## config.mk

```make
export PLATFORM = sky130hd
export DESIGN_NAME = hbkt_ctrl
export DESIGN_NICKNAME = d
export VERILOG_FILES = /design/src/sv/hbkt_pkg.sv /design/src/sv/hbkt_ctrl.sv
export SDC_FILE = /design/constraint.sdc
export NUM_CORES = 1
export LEC_CHECK = 0
export BUFFER_PORTS_ARGS = -buffer_cell sky130_fd_sc_hd__buf_4
export CAP_MARGIN = 20
export CORE_AREA = 2 2 39 41
export DETAILED_ROUTE_END_ITERATION = 8
export DIE_AREA = 0 0 41 43
export SYNTH_ARGS = -nofsm -noshare
export SYNTH_HDL_FRONTEND = slang
export SYNTH_SLANG_ARGS = --single-unit
```

## constraint.sdc

```tcl
create_clock -name clock -period 2.25 [get_ports clock]
set_input_delay 0.45 -clock clock [delete_from_list [all_inputs] [get_ports clock]]
set_output_delay 0.45 -clock clock [all_outputs]
set_load 0.02 [all_outputs]
```

## src/sv/hbkt_pkg.sv

```systemverilog
// shared types and constants for the hashed bucket key table
// used by hbkt_ctrl, hbkt_dp and hashed_bucket_key_table_core; no dependencies
package hbkt_pkg;

   localparam logic [63:0] HASH_SEED = 64'd5381;

   // remainder unit: bits folded per cycle and steps per 64-bit hash
   localparam int MOD_BITS  = 4;
   localparam int MOD_STEPS = 64 / MOD_BITS;
   localparam int MOD_CW    = $clog2(MOD_STEPS);

   localparam logic [1:0] KIND_INSERT   = 2'd0;
   localparam logic [1:0] KIND_RETRIEVE = 2'd1;
   localparam logic [1:0] KIND_DELETE   = 2'd2;
   localparam logic [1:0] KIND_NONE     = 2'd3;

   localparam logic [2:0] ST_STORED  = 3'd0;
   localparam logic [2:0] ST_FULL    = 3'd1;
   localparam logic [2:0] ST_HIT     = 3'd2;
   localparam logic [2:0] ST_MISS    = 3'd3;
   localparam logic [2:0] ST_DELETED = 3'd4;

   typedef enum logic [3:0] {
      S_CLEAR,
      S_IDLE,
      S_MOD,
      S_BASE,
      S_DISP,
      S_POP,
      S_INS,
      S_SCAN_RD,
      S_SCAN_CHK,
      S_DONE
   } state_type;

   typedef struct packed {
      logic clr_step;
      logic byte_acc;
      logic mod_step;
      logic base_ld;
      logic cnt_ld;
      logic set_full;
      logic ins_wr;
      logic scan_chk;
      logic cnt_wr;
      logic rsp_load;
   } cmd_type;

   typedef struct packed {
      logic clr_done;
      logic kind_none;
      logic mod_done;
      logic cnt_zero;
      logic is_insert;
      logic is_retrieve;
      logic match;
      logic scan_last;
      logic rsp_free;
   } stat_type;

endpackage

```

## src/sv/hbkt_ctrl.sv

```systemverilog
// controller state machine for the hashed bucket key table
// depends on hbkt_pkg; drives hbkt_dp through cmd_type and reads stat_type
module hbkt_ctrl (
   input  logic               clock,
   input  logic               reset,
   input  logic               req_tvalid,
   input  logic               req_tlast,
   output logic               req_tready,
   input  hbkt_pkg::stat_type stat,
   output hbkt_pkg::cmd_type  cmd
);

   hbkt_pkg::state_type state_ff;
   hbkt_pkg::state_type state_in;

   always_ff @(posedge clock) begin
      if (reset) begin
         state_ff <= hbkt_pkg::S_CLEAR;
      end else begin
         state_ff <= state_in;
      end
   end

   always_comb begin
      state_in = state_ff;
      unique case (state_ff)
         hbkt_pkg::S_CLEAR: begin
            if (stat.clr_done) state_in = hbkt_pkg::S_IDLE;
         end
         hbkt_pkg::S_IDLE: begin
            if (req_tvalid && req_tlast && !stat.kind_none) state_in = hbkt_pkg::S_MOD;
         end
         hbkt_pkg::S_MOD: begin
            if (stat.mod_done) state_in = hbkt_pkg::S_BASE;
         end
         hbkt_pkg::S_BASE: state_in = hbkt_pkg::S_DISP;
         hbkt_pkg::S_DISP: begin
            if (stat.is_insert) begin
               state_in = stat.cnt_zero ? hbkt_pkg::S_DONE : hbkt_pkg::S_POP;
            end else begin
               state_in = hbkt_pkg::S_SCAN_RD;
            end
         end
         hbkt_pkg::S_POP: state_in = hbkt_pkg::S_INS;
         hbkt_pkg::S_INS: state_in = hbkt_pkg::S_DONE;
         hbkt_pkg::S_SCAN_RD: state_in = hbkt_pkg::S_SCAN_CHK;
         hbkt_pkg::S_SCAN_CHK: begin
            if ((stat.is_retrieve && stat.match) || stat.scan_last) begin
               state_in = hbkt_pkg::S_DONE;
            end else begin
               state_in = hbkt_pkg::S_SCAN_RD;
            end
         end
         hbkt_pkg::S_DONE: begin
            if (stat.rsp_free) state_in = hbkt_pkg::S_IDLE;
         end
         default: state_in = hbkt_pkg::S_CLEAR;
      endcase
   end

   always_comb begin
      cmd        = '0;
      req_tready = 1'b0;
      unique case (state_ff)
         hbkt_pkg::S_CLEAR: cmd.clr_step = 1'b1;
         hbkt_pkg::S_IDLE: begin
            req_tready   = 1'b1;
            cmd.byte_acc = req_tvalid;
         end
         hbkt_pkg::S_MOD:  cmd.mod_step = 1'b1;
         hbkt_pkg::S_BASE: cmd.base_ld = 1'b1;
         hbkt_pkg::S_DISP: begin
            cmd.cnt_ld   = 1'b1;
            cmd.set_full = stat.is_insert && stat.cnt_zero;
         end
         hbkt_pkg::S_POP:      cmd = '0;
         hbkt_pkg::S_INS:      cmd.ins_wr = 1'b1;
         hbkt_pkg::S_SCAN_RD:  cmd = '0;
         hbkt_pkg::S_SCAN_CHK: cmd.scan_chk = 1'b1;
         hbkt_pkg::S_DONE: begin
            cmd.cnt_wr   = 1'b1;
            cmd.rsp_load = stat.rsp_free;
         end
         default: cmd = '0;
      endcase
   end

endmodule

```

After elaboration in Yosys (flattened, before gate mapping). Index checks and enable logic that the tools add are counted.

Bits of input ports: 13. Output and inout bits: 11. Word-level logic and storage cells: 39. Bits in registers: 4.

Reduce and logical (&&, ||, !) cells: 8. Muxes and demuxes: 17. Equal/unequal tests: 13.

Operators with widths (number): 4-bit one-hot mux with 10 select lines (1); 4-bit two-way mux (7); 4-bit by 3-bit == test with 1-bit output, second input constant (4); 4-bit by 2-bit == test with 1-bit output, second input constant (2); 4-bit == test, second input constant (2); 2-bit != test, second input constant (4); 1-bit two-way mux (7); 4-bit by 1-bit == test with 1-bit output, second input constant (1); 1-bit logical AND (4); 4-bit zero test (1); 2-bit two-way mux (2); 4-bit AND reduction (1); 1-bit zero test (1); 1-bit logical OR (1).

Depth between registers and ports, before layout.
Word-level depth: 4. Mapped depth: 5. Depth with buffers taken out: 4.

Worst setup path before layout. Ideal clock, no wire load.

Path type: register -> output. Start: reg state_ff[0]. End: out cmd[4] (netlist bit). Required time: 1800 ps. Cell stages (with the launch flop): 4. Path buffers: 2. Slack: 502 ps. Arrival: 1298 ps. Cells stage by stage: dfxtp_1 -> buf_6 -> buf_2 -> nor4_1.

RTL lines: start: declaration (line hbkt_ctrl.sv:13) `hbkt_pkg::state_type state_ff;`; start signal: assignment (line hbkt_ctrl.sv:18) `state_ff <= hbkt_pkg::S_CLEAR;`; start signal: assignment (line hbkt_ctrl.sv:20) `state_ff <= state_in;`; end: declaration (line hbkt_ctrl.sv:10) `output hbkt_pkg::cmd_type cmd`.

==> impl_metrics.csv <==
group,metric,value,unit
clock_tree,clock_sinks,4,
pwr,power.density,535,nW/um^2
logic_synthesis,yosysSeqAreaShare,18.4,%
timing,final.min_clock_period,1.93,ns
logic_synthesis,synth_area,434,sq um
clock_tree,cts.repair.resized,0,
worst_setup_path,cp_max_fo,14,
timing,hold_viol,0,
worst_setup_path,end_kind,"output port",
grt,first_global_vias,405,
clock_tree,cts_setup_buffers,0,
logic_synthesis,synth-seq-cells,4,
timing,slew_headroom,63.6,%
run,maxCapViolCount,0,
grt,grt_max_degree,19,
placed_design,gp_congestion,0.763,
worst_setup_path,path_buf_inv,1,
outcome,status,"completed",
logic_synthesis,yosys.cell_types.count,30,
detailed_routing,first_pass_iters,4,
pwr,ir_drop,0.218,mV
detailed_routing,vias,497,
worst_setup_path,crit_chain,"nor2_1 -> and3_1 -> and2_1 -> buf_4",
detailed_routing,drt_iter0_markers,8,
logic_synthesis,syn_inst,58,
floorplanning,die_h,43,microns
pwr,power.total,0.000331,W
clock_tree,clk_latency,0.24,ns
placed_design,dp_hpwl,852,microns
clock_tree,cts_tree,"yes",
timing,clock-skew-final,0.000306,ns
logic_synthesis,synth_warnings,0,
timing,fin_tns_setup,0,ns
finish,largest_reg_flops,4,
logic_synthesis,yosys-top-cells-area,"dfxtp_1, nor2_1, nor2b_1, nand2b_1, nor4_1",
detailed_routing,drc_errors,0,
pwr,p_leak,0.280,nW
floorplanning,dieArea,1760,sq um
clock_tree,clk_pin_slew,0.04,ns
min_path,hold_class,"in -> reg",
timing,setup_viol,0,
timing,worst_pin_slew,0.545,ns
floorplanning,ios,24,
timing,fmax,0.519,GHz
detailed_routing,routed_via_density,5.23,
clock_tree,htreeDepth,1,
worst_setup_path,worstPathRequired,1.80,ns
logic_synthesis,synth_edf_count,0,
finish,top_regs,"state_ff (4)",
grt,grt_first_pass_wirelength,1690,microns
detailed_routing,ant_nets,0,
finish,syn2layout_area_growth,42.7,%
logic_synthesis,synth_top_area_share,18.4,%
floorplanning,fp-row-count,14,
clock_tree,clockRootBuffer,"clkbuf_4",
worst_setup_path,critPathSlowestCell,"dfxtp_1",
logic_synthesis,synth_commonest_cells,"nor2_1, dfxtp_1, nand2_1, nor2b_1",
timing,post-route-period-util,85.6,%
finish,n_antenna_cell,0,
finish,largest_register,"state_ff",
worst_setup_path,crit_family,"flip-flops",
finish,stdcell_area,619,sq um
logic_synthesis,synth.net_count,71,
timing,rsz0062_at_grt,"no",
floorplanning,coreArea,1380,sq um
logic_synthesis,yosysMostFrequentCell,"nor2_1",
detailed_routing,wl,1150,microns
placed_design,postPlaceCellArea,597,sq um
grt,grt_overflow_total,0,
clock_tree,ctsHoldBuffers,0,
detailed_routing,post_drt_wl_per_cell,12.1,microns
finish,layout.nets,94,
worst_setup_path,criticalPathCategory,"reg -> out",
logic_synthesis,ys.flop_type,"dfxtp_1",
logic_synthesis,ys_async_sr_fraction,0,%
floorplanning,die_w,41,microns
worst_setup_path,worstPathArrival,1.48,ns
logic_synthesis,yosys.area.top_type,"dfxtp_1",
placed_design,io_buffer_count,23,
finish,final_layout_size_suffix_gt1_share,39.2,%
floorplanning,start_util,31.4,%
worst_setup_path,slowest_delay,0.61,ns
clock_tree,cts.path.max_buffers,2,
worst_setup_path,worst_setup_path_start_kind,"register",
timing,hold-worst-slack,0.396,ns
timing,finalMaxSlewViolations,0,
clock_tree,cts_inserted_buffers,3,
logic_synthesis,avgSynthCellArea,7.49,sq um
finish,n_fill_cell,144,
finish,final_util,44.8,%
grt,antenna_found_initial,0,
grt,grt_usage,14.7,%
==> area by class of cell <==
cell class / instances / area, sq um / share of cell area (%)
clock buffer: 3 / 22.5 / 3.64
inverter: 1 / 3.75 / 0.606
multi-input combinational: 48 / 320 / 51.7
sequential: 4 / 80.1 / 12.9
tap: 16 / 20.0 / 3.23
timing repair buffer: 23 / 173 / 27.9
==> path summary, 6_finish.rpt <==
kind | from | end | slack (ns) | depth (start not counted)
worst max register to register | state_ff[0]$_SDFFE_PP0P_ | state_ff[1]$_SDFFE_PP0P_ | 0.67 | 4
worst max-delay path | state_ff[2]$_SDFFE_PP0P_ | cmd[0] | 0.32 | 4
worst min-delay path | reset | state_ff[0]$_SDFFE_PP0P_ | 0.40 | 2
worst min register to register | state_ff[0]$_SDFFE_PP0P_ | state_ff[0]$_SDFFE_PP0P_ | 0.72 | 2
==> power breakdown <==
part | total, W | switching, W | internal, W
registers | 0.000105 | 0.0000266 | 0.0000780
clock network | 0.0000914 | 0.0000316 | 0.0000598
logic | 0.000135 | 0.0000631 | 0.0000719
==> cell families after synthesis <==
logic type	count (synthesis)	synth area share, %
flops	4	18.4
compound gates	14	25.6
simple gates	33	46.1
xor+xnor	1	2.02
buf+inv	6	7.78
==> cell usage in the layout, fill, tap and decap left out, types with 2 or more instances in the layout <==
| cell type | n |
|---|---|
| buf_4 | 23 |
| nor2_1 | 7 |
| nand2_1 | 4 |
| nor2b_1 | 4 |
| dfxtp_1 | 4 |
| nor4_1 | 3 |
| nand2b_1 | 3 |
| a21oi_1 | 3 |
| o21ai_0 | 3 |
| clkbuf_4 | 3 |
| and3_1 | 2 |
| nor3_1 | 2 |
| and2_1 | 2 |
==> metal layers <==
| layer | up-vias | part of all wire [%] | global-route usage, % |
|---|---|---|---|
| li1 | 253 | - | - |
| met1 | 215 | 44 | 17.6 |
| met2 | 25 | 44 | 21.3 |
| met3 | 4 | 8.1 | 1.57 |
| met4 | 0 | 3.5 | 14.0 |
| met5 | - | 0 | 0 |
==> per-stage QoR <==
| step | setup WS (ns) | instances |
|---|---|---|
| 5_1_grt | 0.185 | 95 |
| 2_1_floorplan | 0.502 | 58 |
| 3_3_place_gp | 0.604 | 92 |
| 3_5_place_dp | 0.578 | 92 |
| 4_1_cts | 0.324 | 95 |
| 6_report | 0.324 | 95 |
No activity file was read; power rests on OpenSTA's default activity.
